File: config.mk
export PLATFORM = sky130hd
export DESIGN_NAME = triangle_lfo_and_window_sweep_flat
export DESIGN_NICKNAME = d
export VERILOG_FILES = /design/src/hdl/tlws_pkg.sv /design/src/hdl/tlws_if.sv /design/src/hdl/tlws_div.sv /design/src/hdl/tlws_seq.sv /design/src/hdl/triangle_lfo_and_window_sweep.sv /design/src/flat_wrapper.sv
export SDC_FILE = /design/constraint.sdc
export NUM_CORES = 2
export LEC_CHECK = 0
export ABC_AREA = 1
export BUFFER_PORTS_ARGS = -buffer_cell sky130_fd_sc_hd__buf_2
export CAP_MARGIN = 10
export CORE_AREA = 2 2 335 337
export DETAILED_ROUTE_END_ITERATION = 7
export DIE_AREA = 0 0 337 339
export GPL_ROUTABILITY_DRIVEN = 0
export PLACE_DENSITY = 0.6
export SYNTH_ARGS = -nofsm -noshare
export SYNTH_HDL_FRONTEND = slang
export SYNTH_SLANG_ARGS = --single-unit
File: constraint.sdc
create_clock -name clk_i -period 16.3 [get_ports clk_i]
set_input_delay 1.63 -clock clk_i [delete_from_list [all_inputs] [get_ports clk_i]]
set_output_delay 1.63 -clock clk_i [all_outputs]
set_load 0.02 [all_outputs]
File: src/hdl/tlws_pkg.sv
// shared types, widths and constants for the triangle lfo and window sweep block
package tlws_pkg;

  localparam int unsigned LEVEL_BITS = 10;
  localparam int unsigned DRONE_W    = 7;
  localparam int unsigned PERIOD_W   = 12;
  localparam int unsigned MINUTES_W  = 11;
  localparam int unsigned WIN_W      = 13;
  localparam int unsigned CFG_IDX_W  = 3;
  localparam int unsigned CFG_DATA_W = 13;

  localparam int unsigned PHASE_W   = 30;
  localparam int unsigned SPAN_W    = 19;
  localparam int unsigned MUL_A_W   = 30;
  localparam int unsigned MUL_B_W   = 19;
  localparam int unsigned PROD_W    = MUL_A_W + MUL_B_W;
  localparam int unsigned LVL_PROD_W = 40;
  localparam int unsigned DIV_W     = 30;
  localparam int unsigned REM_W     = 19;
  localparam int unsigned ITER_W    = 4;
  localparam int unsigned TICK_W    = 24;
  localparam int unsigned LVL_QBITS = 12;

  localparam logic [WIN_W-1:0]   IMAGE_COUNT_MAX = 13'd4096;
  localparam logic [WIN_W-1:0]   WIN_MAX         = 13'h1FFF;
  localparam logic [WIN_W-1:0]   SLOW_SCALE      = 13'd6000;
  localparam logic [WIN_W-1:0]   FAST_SCALE      = 13'd2000;
  localparam logic [6:0]         TICKS_PER_S     = 7'd100;

  // radix-4 divider iterations per division kind
  localparam logic [ITER_W-1:0]  LVL_ITERS = 4'd6;
  localparam logic [ITER_W-1:0]  RLD_ITERS = 4'd15;
  localparam logic [ITER_W-1:0]  WIN_ITERS = 4'd12;

  typedef enum logic [CFG_IDX_W-1:0] {
    CFG_DRONE_MIN           = 3'd0,
    CFG_DRONE_MAX           = 3'd1,
    CFG_DRONE_PERIOD_S      = 3'd2,
    CFG_COLOUR_MIN          = 3'd3,
    CFG_COLOUR_MAX          = 3'd4,
    CFG_COLOUR_PERIOD_S     = 3'd5,
    CFG_WINDOW_SWEEP_MIN    = 3'd6,
    CFG_WINDOW_TARGET_WIDTH = 3'd7
  } cfg_idx_e;

  typedef enum logic [3:0] {
    ST_IDLE   = 4'd0,
    ST_L_INIT = 4'd1,
    ST_L_SPAN = 4'd2,
    ST_L_PROD = 4'd3,
    ST_L_DIV  = 4'd4,
    ST_L_RMUL = 4'd5,
    ST_L_RDIV = 4'd6,
    ST_W_INIT = 4'd7,
    ST_W_MUL  = 4'd8,
    ST_W_DIV  = 4'd9,
    ST_DONE   = 4'd10
  } seq_state_e;

  typedef struct packed {
    logic [DRONE_W-1:0]    drone_min;
    logic [DRONE_W-1:0]    drone_max;
    logic [PERIOD_W-1:0]   drone_period_s;
    logic [LEVEL_BITS-1:0] colour_min;
    logic [LEVEL_BITS-1:0] colour_max;
    logic [PERIOD_W-1:0]   colour_period_s;
    logic [MINUTES_W-1:0]  window_sweep_minutes;
    logic [WIN_W-1:0]      window_target_width;
  } cfg_t;

  typedef struct packed {
    logic [DRONE_W-1:0]    drone_level;
    logic [LEVEL_BITS-1:0] colour_level;
    logic [WIN_W-1:0]      window_low;
    logic [WIN_W-1:0]      window_high;
  } res_t;

  typedef struct packed {
    logic              start;
    logic [ITER_W-1:0] iters;
    logic [REM_W-1:0]  divisor;
    logic [REM_W-1:0]  rem_init;
    logic [DIV_W-1:0]  dividend;
  } div_req_t;

  typedef struct packed {
    logic             done;
    logic [DIV_W-1:0] quotient;
  } div_rsp_t;

endpackage

File: src/hdl/tlws_if.sv
// valid/ready channel interfaces for tick words and result words
interface tlws_in_if;
  import tlws_pkg::*;
  logic             valid;
  logic             ready;
  logic [WIN_W-1:0] image_count;
  modport source (output valid, output image_count, input ready);
  modport sink (input valid, input image_count, output ready);
endinterface

interface tlws_out_if;
  import tlws_pkg::*;
  logic                  valid;
  logic                  ready;
  logic [DRONE_W-1:0]    drone_level;
  logic [LEVEL_BITS-1:0] colour_level;
  logic [WIN_W-1:0]      window_low;
  logic [WIN_W-1:0]      window_high;
  modport source (output valid, output drone_level, output colour_level,
                  output window_low, output window_high, input ready);
  modport sink (input valid, input drone_level, input colour_level,
                input window_low, input window_high, output ready);
endinterface

File: src/hdl/tlws_div.sv
// shared radix-4 restoring divider, two quotient bits per cycle
module tlws_div (
  input  logic               clk_i,
  input  logic               rst_ni,
  input  tlws_pkg::div_req_t req_i,
  output tlws_pkg::div_rsp_t rsp_o
);
  import tlws_pkg::*;

  logic              busy_q, busy_d;
  logic              done_q, done_d;
  logic [ITER_W-1:0] cnt_q, cnt_d;
  logic [REM_W-1:0]  rem_q, rem_d;
  logic [DIV_W-1:0]  sh_q, sh_d;
  logic [REM_W-1:0]  dvs_q, dvs_d;

  logic [REM_W:0]    t1, t2;
  logic [REM_W-1:0]  r1, r2;
  logic              q1, q2;

  always_comb begin
    t1 = {rem_q, sh_q[DIV_W-1]};
    q1 = (t1 >= {1'b0, dvs_q});
    r1 = q1 ? REM_W'(t1 - {1'b0, dvs_q}) : t1[REM_W-1:0];
    t2 = {r1, sh_q[DIV_W-2]};
    q2 = (t2 >= {1'b0, dvs_q});
    r2 = q2 ? REM_W'(t2 - {1'b0, dvs_q}) : t2[REM_W-1:0];
  end

  always_comb begin
    busy_d = busy_q;
    done_d = 1'b0;
    cnt_d  = cnt_q;
    rem_d  = rem_q;
    sh_d   = sh_q;
    dvs_d  = dvs_q;
    if (req_i.start) begin
      busy_d = 1'b1;
      cnt_d  = req_i.iters;
      rem_d  = req_i.rem_init;
      sh_d   = req_i.dividend;
      dvs_d  = req_i.divisor;
    end else if (busy_q) begin
      rem_d = r2;
      sh_d  = {sh_q[DIV_W-3:0], q1, q2};
      cnt_d = cnt_q - ITER_W'(1);
      if (cnt_q == ITER_W'(1)) begin
        busy_d = 1'b0;
        done_d = 1'b1;
      end
    end
  end

  always_ff @(posedge clk_i or negedge rst_ni) begin
    if (!rst_ni) begin
      busy_q <= 1'b0;
      done_q <= 1'b0;
      cnt_q  <= '0;
    end else begin
      busy_q <= busy_d;
      done_q <= done_d;
      cnt_q  <= cnt_d;
    end
  end

  always_ff @(posedge clk_i) begin
    rem_q <= rem_d;
    sh_q  <= sh_d;
    dvs_q <= dvs_d;
  end

  assign rsp_o.done     = done_q;
  assign rsp_o.quotient = sh_q;

endmodule

File: src/hdl/tlws_seq.sv
// sequencer: lfo and window state, shared multiplier, divider control
module tlws_seq (
  input  logic                            clk_i,
  input  logic                            rst_ni,
  input  logic                            start_i,
  input  logic [tlws_pkg::WIN_W-1:0]      icount_i,
  input  tlws_pkg::cfg_t                  cfg_i,
  input  logic                            out_free_i,
  output logic                            idle_o,
  output logic                            res_valid_o,
  output tlws_pkg::res_t                  res_o,
  output tlws_pkg::div_req_t              div_req_o,
  input  tlws_pkg::div_rsp_t              div_rsp_i
);
  import tlws_pkg::*;

  seq_state_e state_q, state_d;
  logic                  sel_q, sel_d;
  logic [WIN_W-1:0]      icnt_q, icnt_d;
  logic [SPAN_W-1:0]     span_q, span_d;
  logic                  ovf_q, ovf_d;
  logic                  above_q, above_d;
  logic [PROD_W-1:0]     prod_q;
  logic [MUL_A_W-1:0]    mul_a;
  logic [MUL_B_W-1:0]    mul_b;

  logic [PHASE_W-1:0]    d_phase_q, d_phase_d, c_phase_q, c_phase_d;
  logic                  d_rising_q, d_rising_d, c_rising_q, c_rising_d;
  logic [DRONE_W-1:0]    dl_q, dl_d;
  logic [LEVEL_BITS-1:0] cl_q, cl_d;

  logic [TICK_W-1:0]     tick_q, tick_d;
  logic [WIN_W-1:0]      width_q, width_d, wlow_q, wlow_d, whigh_q, whigh_d;
  logic                  wback_q, wback_d;

  // selected lfo
  logic [LEVEL_BITS-1:0] lo, hi, delta, level_plain;
  logic [PERIOD_W-1:0]   per;
  logic [PHASE_W-1:0]    phase, p, p_mag;
  logic                  rising, p_neg, above, below;
  logic [LVL_QBITS-1:0]  lvl_q;

  logic                  lvl_we, ph_we, rise_val, lfo_next;
  logic [LEVEL_BITS-1:0] lvl_val;
  logic [PHASE_W-1:0]    ph_val;

  // window step
  logic [TICK_W-1:0]     tc1, rate;
  logic [WIN_W-1:0]      wscale, width_inc, width_n, low_n, high_n;
  logic [WIN_W:0]        hi_sum;
  logic                  wback_n;

  always_comb begin
    lo     = sel_q ? cfg_i.colour_min : LEVEL_BITS'(cfg_i.drone_min);
    hi     = sel_q ? cfg_i.colour_max : LEVEL_BITS'(cfg_i.drone_max);
    per    = sel_q ? cfg_i.colour_period_s : cfg_i.drone_period_s;
    phase  = sel_q ? c_phase_q : d_phase_q;
    rising = sel_q ? c_rising_q : d_rising_q;
    p      = phase + (rising ? PHASE_W'(1) : {PHASE_W{1'b1}});
    p_neg  = p[PHASE_W-1];
    p_mag  = p_neg ? (~p + PHASE_W'(1)) : p;
    delta  = hi - lo;
    lvl_q  = div_rsp_i.quotient[LVL_QBITS-1:0];
    above  = !p_neg && (ovf_q || (lvl_q > LVL_QBITS'(hi)));
    below  = p_neg ? (ovf_q || (lvl_q != '0) || (lo != '0))
                   : (!ovf_q && (lvl_q < LVL_QBITS'(lo)));
    level_plain = p_neg ? '0 : lvl_q[LEVEL_BITS-1:0];
  end

  always_comb begin
    wscale    = wback_q ? FAST_SCALE : SLOW_SCALE;
    rate      = div_rsp_i.quotient[TICK_W-1:0];
    tc1       = tick_q + TICK_W'(1);
    width_inc = width_q + WIN_W'(1);
    hi_sum    = {1'b0, wlow_q} + {1'b0, width_inc};
    width_n   = width_q;
    low_n     = wlow_q;
    high_n    = whigh_q;
    wback_n   = wback_q;
    if (width_q < cfg_i.window_target_width) begin
      width_n = width_inc;
      high_n  = (hi_sum > {1'b0, WIN_MAX}) ? WIN_MAX : hi_sum[WIN_W-1:0];
    end else begin
      if (({1'b0, whigh_q} + (WIN_W+1)'(1)) <= {1'b0, icnt_q}) begin
        high_n = whigh_q + WIN_W'(1);
      end
      if ((({1'b0, wlow_q} + {1'b0, width_q}) < {1'b0, icnt_q}) && !wback_q) begin
        low_n = wlow_q + WIN_W'(1);
      end else begin
        wback_n = 1'b1;
      end
    end
    if (wback_n && (low_n != '0)) begin
      low_n = low_n - WIN_W'(1);
    end
  end

  always_comb begin
    state_d    = state_q;
    sel_d      = sel_q;
    icnt_d     = icnt_q;
    span_d     = span_q;
    ovf_d      = ovf_q;
    above_d    = above_q;
    d_phase_d  = d_phase_q;
    c_phase_d  = c_phase_q;
    d_rising_d = d_rising_q;
    c_rising_d = c_rising_q;
    dl_d       = dl_q;
    cl_d       = cl_q;
    tick_d     = tick_q;
    width_d    = width_q;
    wlow_d     = wlow_q;
    whigh_d    = whigh_q;
    wback_d    = wback_q;
    mul_a      = '0;
    mul_b      = '0;
    div_req_o  = '0;
    idle_o     = 1'b0;
    res_valid_o = 1'b0;
    lvl_we     = 1'b0;
    lvl_val    = '0;
    ph_we      = 1'b0;
    ph_val     = p;
    rise_val   = rising;
    lfo_next   = 1'b0;

    unique case (state_q)
      ST_IDLE: begin
        idle_o = 1'b1;
        if (start_i) begin
          icnt_d  = (icount_i > IMAGE_COUNT_MAX) ? IMAGE_COUNT_MAX : icount_i;
          sel_d   = 1'b0;
          state_d = ST_L_INIT;
        end
      end
      ST_L_INIT: begin
        if (per == '0) begin
          lvl_we   = 1'b1;
          lfo_next = 1'b1;
        end else if (hi <= lo) begin
          lvl_we   = 1'b1;
          lvl_val  = lo;
          lfo_next = 1'b1;
        end else begin
          mul_a   = MUL_A_W'(per);
          mul_b   = MUL_B_W'(TICKS_PER_S);
          state_d = ST_L_SPAN;
        end
      end
      ST_L_SPAN: begin
        span_d  = prod_q[SPAN_W-1:0];
        mul_a   = p_mag;
        mul_b   = MUL_B_W'(delta);
        state_d = ST_L_PROD;
      end
      ST_L_PROD: begin
        ovf_d = prod_q[LVL_PROD_W-1:0] >= {9'b0, span_q, {LVL_QBITS{1'b0}}};
        div_req_o.start    = 1'b1;
        div_req_o.iters    = LVL_ITERS;
        div_req_o.divisor  = span_q;
        div_req_o.rem_init = prod_q[LVL_QBITS+REM_W-1:LVL_QBITS];
        div_req_o.dividend = {prod_q[LVL_QBITS-1:0], {(DIV_W-LVL_QBITS){1'b0}}};
        state_d = ST_L_DIV;
      end
      ST_L_DIV: begin
        if (div_rsp_i.done) begin
          if (above || below) begin
            above_d = above;
            mul_a   = MUL_A_W'(above ? hi : lo);
            mul_b   = span_q;
            state_d = ST_L_RMUL;
          end else begin
            lvl_we   = 1'b1;
            lvl_val  = level_plain;
            ph_we    = 1'b1;
            lfo_next = 1'b1;
          end
        end
      end
      ST_L_RMUL: begin
        div_req_o.start    = 1'b1;
        div_req_o.iters    = RLD_ITERS;
        div_req_o.divisor  = REM_W'(delta);
        div_req_o.rem_init = '0;
        div_req_o.dividend = prod_q[DIV_W-1:0];
        state_d = ST_L_RDIV;
      end
      ST_L_RDIV: begin
        if (div_rsp_i.done) begin
          lvl_we   = 1'b1;
          lvl_val  = above_q ? hi : lo;
          ph_we    = 1'b1;
          ph_val   = above_q ? (div_rsp_i.quotient - PHASE_W'(1)) : div_rsp_i.quotient;
          rise_val = !above_q;
          lfo_next = 1'b1;
        end
      end
      ST_W_INIT: begin
        if (cfg_i.window_sweep_minutes == '0) begin
          wlow_d  = '0;
          whigh_d = icnt_q;
          width_d = WIN_W'(1);
          wback_d = 1'b0;
          state_d = ST_DONE;
        end else if (icnt_q == '0) begin
          state_d = ST_DONE;
        end else begin
          mul_a   = MUL_A_W'(wscale);
          mul_b   = MUL_B_W'(cfg_i.window_sweep_minutes);
          state_d = ST_W_MUL;
        end
      end
      ST_W_MUL: begin
        div_req_o.start    = 1'b1;
        div_req_o.iters    = WIN_ITERS;
        div_req_o.divisor  = REM_W'(icnt_q);
        div_req_o.rem_init = '0;
        div_req_o.dividend = {prod_q[TICK_W-1:0], {(DIV_W-TICK_W){1'b0}}};
        state_d = ST_W_DIV;
      end
      ST_W_DIV: begin
        if (div_rsp_i.done) begin
          if (tc1 <= rate) begin
            tick_d = tc1;
          end else begin
            tick_d  = '0;
            width_d = width_n;
            wlow_d  = low_n;
            whigh_d = high_n;
            wback_d = wback_n;
          end
          state_d = ST_DONE;
        end
      end
      ST_DONE: begin
        if (out_free_i) begin
          res_valid_o = 1'b1;
          state_d     = ST_IDLE;
        end
      end
      default: begin
        state_d = ST_IDLE;
      end
    endcase

    if (lvl_we) begin
      if (sel_q) cl_d = lvl_val;
      else       dl_d = lvl_val[DRONE_W-1:0];
    end
    if (ph_we) begin
      if (sel_q) begin
        c_phase_d  = ph_val;
        c_rising_d = rise_val;
      end else begin
        d_phase_d  = ph_val;
        d_rising_d = rise_val;
      end
    end
    if (lfo_next) begin
      if (sel_q) begin
        state_d = ST_W_INIT;
      end else begin
        sel_d   = 1'b1;
        state_d = ST_L_INIT;
      end
    end
  end

  always_ff @(posedge clk_i or negedge rst_ni) begin
    if (!rst_ni) begin
      state_q    <= ST_IDLE;
      sel_q      <= 1'b0;
      d_phase_q  <= '0;
      c_phase_q  <= '0;
      d_rising_q <= 1'b1;
      c_rising_q <= 1'b1;
      tick_q     <= '0;
      width_q    <= WIN_W'(1);
      wlow_q     <= '0;
      whigh_q    <= '0;
      wback_q    <= 1'b0;
    end else begin
      state_q    <= state_d;
      sel_q      <= sel_d;
      d_phase_q  <= d_phase_d;
      c_phase_q  <= c_phase_d;
      d_rising_q <= d_rising_d;
      c_rising_q <= c_rising_d;
      tick_q     <= tick_d;
      width_q    <= width_d;
      wlow_q     <= wlow_d;
      whigh_q    <= whigh_d;
      wback_q    <= wback_d;
    end
  end

  always_ff @(posedge clk_i) begin
    icnt_q  <= icnt_d;
    span_q  <= span_d;
    ovf_q   <= ovf_d;
    above_q <= above_d;
    dl_q    <= dl_d;
    cl_q    <= cl_d;
    prod_q  <= PROD_W'(mul_a) * PROD_W'(mul_b);
  end

  assign res_o.drone_level  = dl_q;
  assign res_o.colour_level = cl_q;
  assign res_o.window_low   = wlow_q;
  assign res_o.window_high  = whigh_q;

endmodule

File: src/hdl/triangle_lfo_and_window_sweep.sv
// top level: config registers, tick channel, result register, sequencer and divider
// per tick the drone lfo, then the colour lfo, then the window step run on the shared divider
// each lfo does two multiplies and a divide, plus a reload multiply and divide on a bound,
// the window a multiply and a divide; a disabled sweep skips its divide; ticks are taken one
// at a time, and a finished word waits in the output register while the next tick is taken
// reset: config zero, lfo phases zero and rising, window width one, no clearing pass
module triangle_lfo_and_window_sweep (
  input  logic                           clk_i,
  input  logic                           rst_ni,
  tlws_in_if.sink                        in_i,
  tlws_out_if.source                     out_o,
  input  logic                           cfg_we_i,
  input  logic [tlws_pkg::CFG_IDX_W-1:0] cfg_idx_i,
  input  logic [tlws_pkg::CFG_DATA_W-1:0] cfg_data_i
);
  import tlws_pkg::*;

  cfg_t     cfg_q, cfg_d;
  res_t     seq_res, out_res_q;
  logic     out_valid_q, out_valid_d;
  logic     out_free, seq_idle, seq_res_valid, start;
  div_req_t div_req;
  div_rsp_t div_rsp;

  always_comb begin
    cfg_d = cfg_q;
    if (cfg_we_i) begin
      unique case (cfg_idx_e'(cfg_idx_i))
        CFG_DRONE_MIN:           cfg_d.drone_min            = cfg_data_i[DRONE_W-1:0];
        CFG_DRONE_MAX:           cfg_d.drone_max            = cfg_data_i[DRONE_W-1:0];
        CFG_DRONE_PERIOD_S:      cfg_d.drone_period_s       = cfg_data_i[PERIOD_W-1:0];
        CFG_COLOUR_MIN:          cfg_d.colour_min           = cfg_data_i[LEVEL_BITS-1:0];
        CFG_COLOUR_MAX:          cfg_d.colour_max           = cfg_data_i[LEVEL_BITS-1:0];
        CFG_COLOUR_PERIOD_S:     cfg_d.colour_period_s      = cfg_data_i[PERIOD_W-1:0];
        CFG_WINDOW_SWEEP_MIN:    cfg_d.window_sweep_minutes = cfg_data_i[MINUTES_W-1:0];
        CFG_WINDOW_TARGET_WIDTH: cfg_d.window_target_width  = cfg_data_i[WIN_W-1:0];
        default: cfg_d = cfg_q;
      endcase
    end
  end

  assign out_free = !out_valid_q || out_o.ready;
  assign start    = in_i.valid && in_i.ready;

  always_comb begin
    out_valid_d = out_valid_q;
    if (seq_res_valid) begin
      out_valid_d = 1'b1;
    end else if (out_o.ready) begin
      out_valid_d = 1'b0;
    end
  end

  always_ff @(posedge clk_i or negedge rst_ni) begin
    if (!rst_ni) begin
      cfg_q       <= '0;
      out_valid_q <= 1'b0;
    end else begin
      cfg_q       <= cfg_d;
      out_valid_q <= out_valid_d;
    end
  end

  always_ff @(posedge clk_i) begin
    if (seq_res_valid) begin
      out_res_q <= seq_res;
    end
  end

  tlws_seq u_seq (
    .clk_i       (clk_i),
    .rst_ni      (rst_ni),
    .start_i     (start),
    .icount_i    (in_i.image_count),
    .cfg_i       (cfg_q),
    .out_free_i  (out_free),
    .idle_o      (seq_idle),
    .res_valid_o (seq_res_valid),
    .res_o       (seq_res),
    .div_req_o   (div_req),
    .div_rsp_i   (div_rsp)
  );

  tlws_div u_div (
    .clk_i  (clk_i),
    .rst_ni (rst_ni),
    .req_i  (div_req),
    .rsp_o  (div_rsp)
  );

  assign in_i.ready         = seq_idle;
  assign out_o.valid        = out_valid_q;
  assign out_o.drone_level  = out_res_q.drone_level;
  assign out_o.colour_level = out_res_q.colour_level;
  assign out_o.window_low   = out_res_q.window_low;
  assign out_o.window_high  = out_res_q.window_high;

endmodule

File: src/flat_wrapper.sv
// flat-port wrapper written by rule: the top's interface ports become plain ports
module triangle_lfo_and_window_sweep_flat import tlws_pkg::*;
  (clk_i, rst_ni, cfg_we_i, cfg_idx_i, cfg_data_i, in_i_valid, in_i_image_count, in_i_ready, out_o_valid, out_o_drone_level, out_o_colour_level, out_o_window_low, out_o_window_high, out_o_ready);
  tlws_in_if in_i_i ();
  tlws_out_if out_o_i ();
  input  logic clk_i;
  input  logic rst_ni;
  input  logic cfg_we_i;
  input  logic [tlws_pkg::CFG_IDX_W-1:0] cfg_idx_i;
  input  logic [tlws_pkg::CFG_DATA_W-1:0] cfg_data_i;
  input wire logic [$bits(in_i_i.valid)-1:0] in_i_valid;
  input wire logic [$bits(in_i_i.image_count)-1:0] in_i_image_count;
  output wire logic [$bits(in_i_i.ready)-1:0] in_i_ready;
  output wire logic [$bits(out_o_i.valid)-1:0] out_o_valid;
  output wire logic [$bits(out_o_i.drone_level)-1:0] out_o_drone_level;
  output wire logic [$bits(out_o_i.colour_level)-1:0] out_o_colour_level;
  output wire logic [$bits(out_o_i.window_low)-1:0] out_o_window_low;
  output wire logic [$bits(out_o_i.window_high)-1:0] out_o_window_high;
  input wire logic [$bits(out_o_i.ready)-1:0] out_o_ready;
  assign in_i_i.valid = in_i_valid;
  assign in_i_i.image_count = in_i_image_count;
  assign in_i_ready = in_i_i.ready;
  assign out_o_valid = out_o_i.valid;
  assign out_o_drone_level = out_o_i.drone_level;
  assign out_o_colour_level = out_o_i.colour_level;
  assign out_o_window_low = out_o_i.window_low;
  assign out_o_window_high = out_o_i.window_high;
  assign out_o_i.ready = out_o_ready;
  triangle_lfo_and_window_sweep u_core (.clk_i(clk_i), .rst_ni(rst_ni), .in_i(in_i_i), .out_o(out_o_i), .cfg_we_i(cfg_we_i), .cfg_idx_i(cfg_idx_i), .cfg_data_i(cfg_data_i));
endmodule
# Yosys cells after proc, flatten, opt, wreduce, memory -nomap -nowiden

Cells that the tools add are included.

Output and inout bits: 45
Bits of input ports: 34
Bits in registers: 422
Word-level logic and storage cells: 249

$mul: 1
Add/sub/neg operators: 15
Order comparisons: 12
Muxes and demuxes: 106
Reductions and logical operators: 45
Equal/unequal tests: 31
Bitwise gates (word level): 2

Operator list:

| kind                                               | count |
|---|---|
| two-way mux 13 bit                                 | 19 |
| two-way mux 30 bit                                 | 8 |
| one-hot mux 73 bit (3 select lines)                | 1 |
| two-way mux 10 bit                                 | 12 |
| one-hot mux 30 bit (4 select lines)                | 1 |
| two-way mux 19 bit                                 | 6 |
| one-hot mux 13 bit (2 select lines)                | 3 |
| one-hot mux 19 bit (4 select lines)                | 1 |
| one-hot mux 4 bit (11 select lines)                | 1 |
| greater-or-equal comparator 20 x 19 -> 1 bit       | 2 |
| greater-or-equal comparator 40 x 31 -> 1 bit       | 1 |
| multiplier 30 x 19 -> 40 bit                       | 1 |
| two-way mux 4 bit                                  | 10 |
| adder 13 x 1 -> 13 bit, second input constant      | 3 |
| subtractor 19 bit                                  | 2 |
| two-way mux 12 bit                                 | 3 |
| adder 30 x 1 -> 30 bit, second input constant      | 1 |
| adder 30 bit                                       | 1 |
| NOT 30 bit                                         | 1 |
| one-hot mux 10 bit (3 select lines)                | 1 |
| subtractor 30 x 1 -> 30 bit, second input constant | 1 |
| two-way mux 1 bit                                  | 29 |
| adder 13 x 13 -> 14 bit                            | 2 |
| AND reduction 2 bit                                | 14 |
| other kinds (48)                                   | 88 |

# Depth between registers and ports, before layout

Depth in word-level cells: 11
Depth in mapped cells: 55
Gate-level depth less buffers: 50

# Modules after synthesis

From an unflattened synthesis, not the netlist that was laid out.

Cell total of the unflattened synthesis: 6,011
Area total of the unflattened synthesis: 45,821.4 µm²

By module, submodules not included:

| module                        | cells an instance | times used | area an instance (µm²) | sequential area each (µm²) |
|---|---|---|---|---|
| tlws_seq                      | 4,744             | 1          | 35,230.0               | 5,614.1 |
| tlws_div                      | 842               | 1          | 6,012.0                | 2,192.1 |
| triangle_lfo_and_window_sweep | 425               | 1          | 4,579.4                | 3,368.2 |

# Worst setup path after synthesis

OpenSTA, ideal clock, no wires.

Kind: register to register
Start point: register u_core.u_seq.sel_q
End point: register u_core.u_seq.prod_q[28]
Period minus slack after synthesis: 9.449 ns
Buffers on the path: 6
Slack: 6.851 ns
Library setup time: 0.072 ns
Stages on the path, launching flop included: 49
Data required time: 16.228 ns
Data arrival time: 9.377 ns
Path through: dfrtp_1 inv_2 buf_2 clkbuf_1 clkbuf_1 clkbuf_1 clkbuf_1 nand2_1 nand2_1 ha_1 a21o_1 a21oi_1 nand2_4 a21oi_4 o21ai_2 nand3_1 nand3_2 nand2_4 (+13 left out) inv_1 fa_1 inv_1 fa_1 fa_1 inv_1 ha_1 nand2_1 nor2_1 inv_1 o21bai_1 a21boi_0 o21ai_0 a21boi_0 o21ai_0 a21oi_1 o21ai_0 xor2_1

Word-level cells in the longest chain between the ends: 10
Elaborated cells on any way between the ends: 35
Classes of those cells: add/sub: 3; mul: 1; order compare: 3; mux: 19; bitwise: 1; reduce/logical: 8

Ends and longest elaborated chain:

| item                                                 | line            | RTL |
|---|---|---|
| start, declared                                      | tlws_seq.sv:18  | `logic sel_q, sel_d;` |
| start signal, assigned                               | tlws_seq.sv:285 | `sel_q <= sel_d;` |
| branches (longest 9 deep; another with adder 30 bit) | -               |  |
| multiplier 30 x 19 -> 40 bit *                       | tlws_seq.sv:305 | `prod_q <= PROD_W'(mul_a) * PROD_W'(mul_b);` |
| end signal, assigned                                 | tlws_seq.sv:305 |  |
| end, declared                                        | tlws_seq.sv:23  | `logic [PROD_W-1:0] prod_q;` |

Mark *: on every way between the ends.
A chain may end at the register's enable or synchronous reset.

# Final worst setup path

Ends and elaborated chain as after synthesis.

==> results.md <==
| Result | Reported | Unit |
|---|---|---|
| Result of the run | finished clean | - |
| Final Cycle Share | 67.6 | % |
| Worst R2R Start | u_core.u_seq.sel_q | - |
| Number of cell rows | 122 | - |
| Max-cap check violation count | 0 | - |
| IO Pins | 79 | - |
| Kind of launch point of the worst setup path | flop | - |
| Post-CTS setup repair buffer count | 0 | - |
| Worst-path fanout max | 53 | - |
| Synthesized area divided by synthesized cell count | 7.92 | sq um |
| Count of distinct cell types in the synthesized netlist | 76 | - |
| Hold crit path type | flop to flop | - |
| First-iteration detailed-routing DRC count | 3,242 | - |
| Time the worst path needs with I/O delays and setup | 11,020 | ps |
| Via-per-instance ratio | 5.20 | - |
| Number of hold violations in the final report | 0 | - |
| Top Family by Delay on Critical Path | adder cells | - |
| Final TNS setup | 0 | ps |
| Top cells by count, synth | sky130_fd_sc_hd__nand2_1 (1,174), sky130_fd_sc_hd__inv_1 (1,163), sky130_fd_sc_hd__fa_1 (447), sky130_fd_sc_hd__nor2_1 (439), sky130_fd_sc_hd__o21ai_0 (373) | - |
| Top cell type by total area after synthesis | sky130_fd_sc_hd__fa_1 | - |
| Critical Path Start | u_core.u_seq.sel_q | - |
| Most instantiated flip-flop cell in the synthesis netlist | sky130_fd_sc_hd__dfrtp_1 | - |
| Area growth, synth to finish | 9.47 | % |
| Fin Clk Skew | 42.5 | ps |
| Total length of routed wires | 136 | mm |
| WL per Instance | 18.7 | um |
| Asr flop ratio synth | 52.1 | % |
| Total number of nets in the final design | 6,505 | - |
| Critical path's slowest cell | sky130_fd_sc_hd__o21ai_4 | - |
| DIE AREA | 114,000 | sq um |
| RSZ-0062 raised after global routing | false | - |
| Number of clock sinks | 422 | - |
| Width of the chip | 337 | um |
| Post-route DRC | 0 | - |
| Highest cell delay on the worst timing path | 830 | ps |
| Final-report setup violation count | 0 | - |
| Ranking of synthesized cells by area | sky130_fd_sc_hd__fa_1 (20%), sky130_fd_sc_hd__dfrtp_1 (12%), sky130_fd_sc_hd__edfxtp_1 (11%), sky130_fd_sc_hd__nand2_1 (10%), sky130_fd_sc_hd__inv_1 (9.9%) | - |
| Setup CP Type | flop to flop | - |
| Share of cells above drive strength 1 | 5.30 | % |
| Hold wc startpoint | u_core.u_seq.dl_q[6] | - |
| Source-to-sink clock delay at the later pin of the worst-skew pair | 640 | ps |
| Number of nets with antenna violations after routing | 0 | - |
| Kind of capture point of the worst setup path | flop | - |
| CTS clk-pin slew, worst paths | 60 | ps |
| Slew of the pin with the lowest slew margin | 1130 | ps |
| Portion of the post-synthesis area used by sequential elements | 25.4 | % |
| Area of the placeable core | 110,000 | sq um |
| Placed standard-cell area | 46,400 | sq um |
| Bufs and invs on worst path | 9 | - |
| Global route total overflow | 0 | - |
| Maximum ir drop on the vdd rail | 0.000214 | V |
| Gate count of the mapped netlist | 5,559 | - |
| Overall via count from detail_route | 37,700 | - |
| Leakage power | 24.2 | nW |
| Post-Layout Inst Area | 48,200 | sq um |
| CTS HTree Levels | 2 | - |
| Critical path required time | 16,840 | ps |
| Count of state elements after synthesis | 422 | - |
| Share of the synthesized area in the top cell type | 20.3 | % |
| Max-slew violations | 0 | - |
| CTS tree | done | - |
| Number of gates given a new drive strength after cts | 0 | - |
| Ys Warns | 0 | - |
| Max frequency | 90.7 | MHz |
| Number of flops mapped to enable cells by yosys | 162 | - |
| Deepest clock path buffer count | 3 | - |
| Hold buffer count at cts | 0 | - |
| Total global routing track utilization | 24.1 | % |
| Headroom to the max-slew limit | 24.3 | % |
| Height of the die | 339 | um |
| Clock tree root buffer cell | sky130_fd_sc_hd__clkbuf_16 | - |
| Count of buffers from port buffering | 78 | - |
| Cell area after synthesis | 44,000 | sq um |
| Minimum setup slack in the final design | 5280 | ps |
| Effective utilization at floorplan | 39.9 | % |
| Dpl hpwl | 108 | mm |
| Inserted Clock Buffers | 50 | - |
| Number of antenna violations at the first check in global routing | 6 | - |
| Power per Cell Area | 209 | nW/um^2 |
| Vias in the first global route | 38,000 | - |
| Most frequent cell after synthesis | sky130_fd_sc_hd__nand2_1 | - |
| Layout filler cell count | 11,200 | - |
| Wire length of the first global-routing pass | 214 | mm |
| Worst Setup Slack post-DPL | 5380 | ps |
| Largest net degree at the start of global routing | 98 | - |
| Data arrival time of the worst path | 11,560 | ps |
| First-pass detailed-route iteration total | 6 | - |
## sequential cells by signal, summed over array words and instances, names as in the netlist, 7 cells and up
name,count
u_core.cfg_q,82
u_core.out_o.colour_level,10
u_core.out_o.drone_level,7
u_core.out_o.window_high,13
u_core.out_o.window_low,13
u_core.u_div.dvs_q,19
u_core.u_div.rem_q,19
u_core.u_div.sh_q,30
u_core.u_seq.c_phase_q,30
u_core.u_seq.cl_q,10
u_core.u_seq.d_phase_q,30
u_core.u_seq.dl_q,7
u_core.u_seq.icnt_q,13
u_core.u_seq.prod_q,40
u_core.u_seq.span_q,19
u_core.u_seq.tick_q,24
u_core.u_seq.whigh_q,13
u_core.u_seq.width_q,13
u_core.u_seq.wlow_q,13
## power by group
| part | switching [W] | internal [W] | leakage [nW] |
|---|---|---|---|
| sequential | 0.000238 | 0.00153 | 4.79 |
| combinational | 0.00478 | 0.00234 | 18.6 |
| clock | 0.000489 | 0.000685 | 0.837 |
| total | 0.00551 | 0.00456 | 24.2 |
## placed cells by master, fill, tap and decap left out, types with 87 or more instances in the layout
cell / instances
sky130_fd_sc_hd__a21oi_1: 221
sky130_fd_sc_hd__edfxtp_1: 162
sky130_fd_sc_hd__xor2_1: 122
sky130_fd_sc_hd__nand4_1: 87
sky130_fd_sc_hd__dfrtp_1: 216
sky130_fd_sc_hd__ha_1: 306
sky130_fd_sc_hd__fa_1: 447
sky130_fd_sc_hd__inv_1: 1161
sky130_fd_sc_hd__nand2_1: 1174
sky130_fd_sc_hd__nor2_1: 435
sky130_fd_sc_hd__nand3_1: 199
sky130_fd_sc_hd__conb_1: 133
sky130_fd_sc_hd__o21ai_0: 373
## worst paths after layout
check                                              end  slack (ps)  cells past startpoint
min in group asynchronous      u_core.u_seq.tick_q[10]        1030                      1
min                        u_core.out_o.drone_level[6]         420                      0
max in group asynchronous      u_core.u_seq.wlow_q[12]       13740                      2
max reg2reg                    u_core.u_seq.prod_q[28]        5280                     42
min reg2reg                u_core.out_o.drone_level[6]         420                      0
max                            u_core.u_seq.prod_q[28]        5280                     42
## stage by stage
stage | util, % | hold slack (ps) | instances | total power (W)
after floorplan | - | 400 | 5690 | 0.00681
after global placement | 42.1 | 402 | 7153 | 0.00867
after detailed placement | 42.1 | 405 | 7153 | 0.00874
after CTS | 43.6 | 419 | 7246 | 0.00996
after global routing | 43.6 | 431 | 7247 | 0.0110
final | 43.6 | 419 | 7251 | 0.0101
## metal layers
metal / GRT usage [%] / vias to the layer above / share of wire [%]
li1: - / 17700 / -
met1: 32.4 / 18200 / 43
met2: 38.0 / 1403 / 45
met3: 4.86 / 304 / 8.4
met4: 9.41 / 6 / 4.1
met5: 0 / - / 0.026
## worst reg2reg max path: cells and delay by family (launching register included)
kind | cells | cell delay (ps)
adder cells (fa/ha/maj) | 8 | 3790
flip-flops | 1 | 400
buffers and inverters | 9 | 1160
AO/OA/AOI/OAI | 13 | 3600
AND/OR/NAND/NOR | 11 | 1820
XOR/XNOR | 1 | 160
## cell type report
type	count	area, sq um	area share (%)
flip-flops and latches	422	11200	23.2
diodes	4	10.0	0.0208
clock inverters	25	279	0.579
inverters	1188	4460	9.26
clock buffers	68	1430	2.97
repair buffers	115	676	1.40
well taps	1488	1860	3.87
multi-input cells	3941	28300	58.7
## cells by family after synthesis
family / count (synthesis) / share of synthesized area [%]
flops: 422 / 25.4
xor+xnor: 181 / 3.65
other cells: 2 / 0.0171
fa+ha+maj: 753 / 29.0
compound gates: 825 / 10.8
buf+inv: 1327 / 11.5
simple gates: 2045 / 19.5
mux: 4 / 0.0910
(Power assumes the default switching activity.)
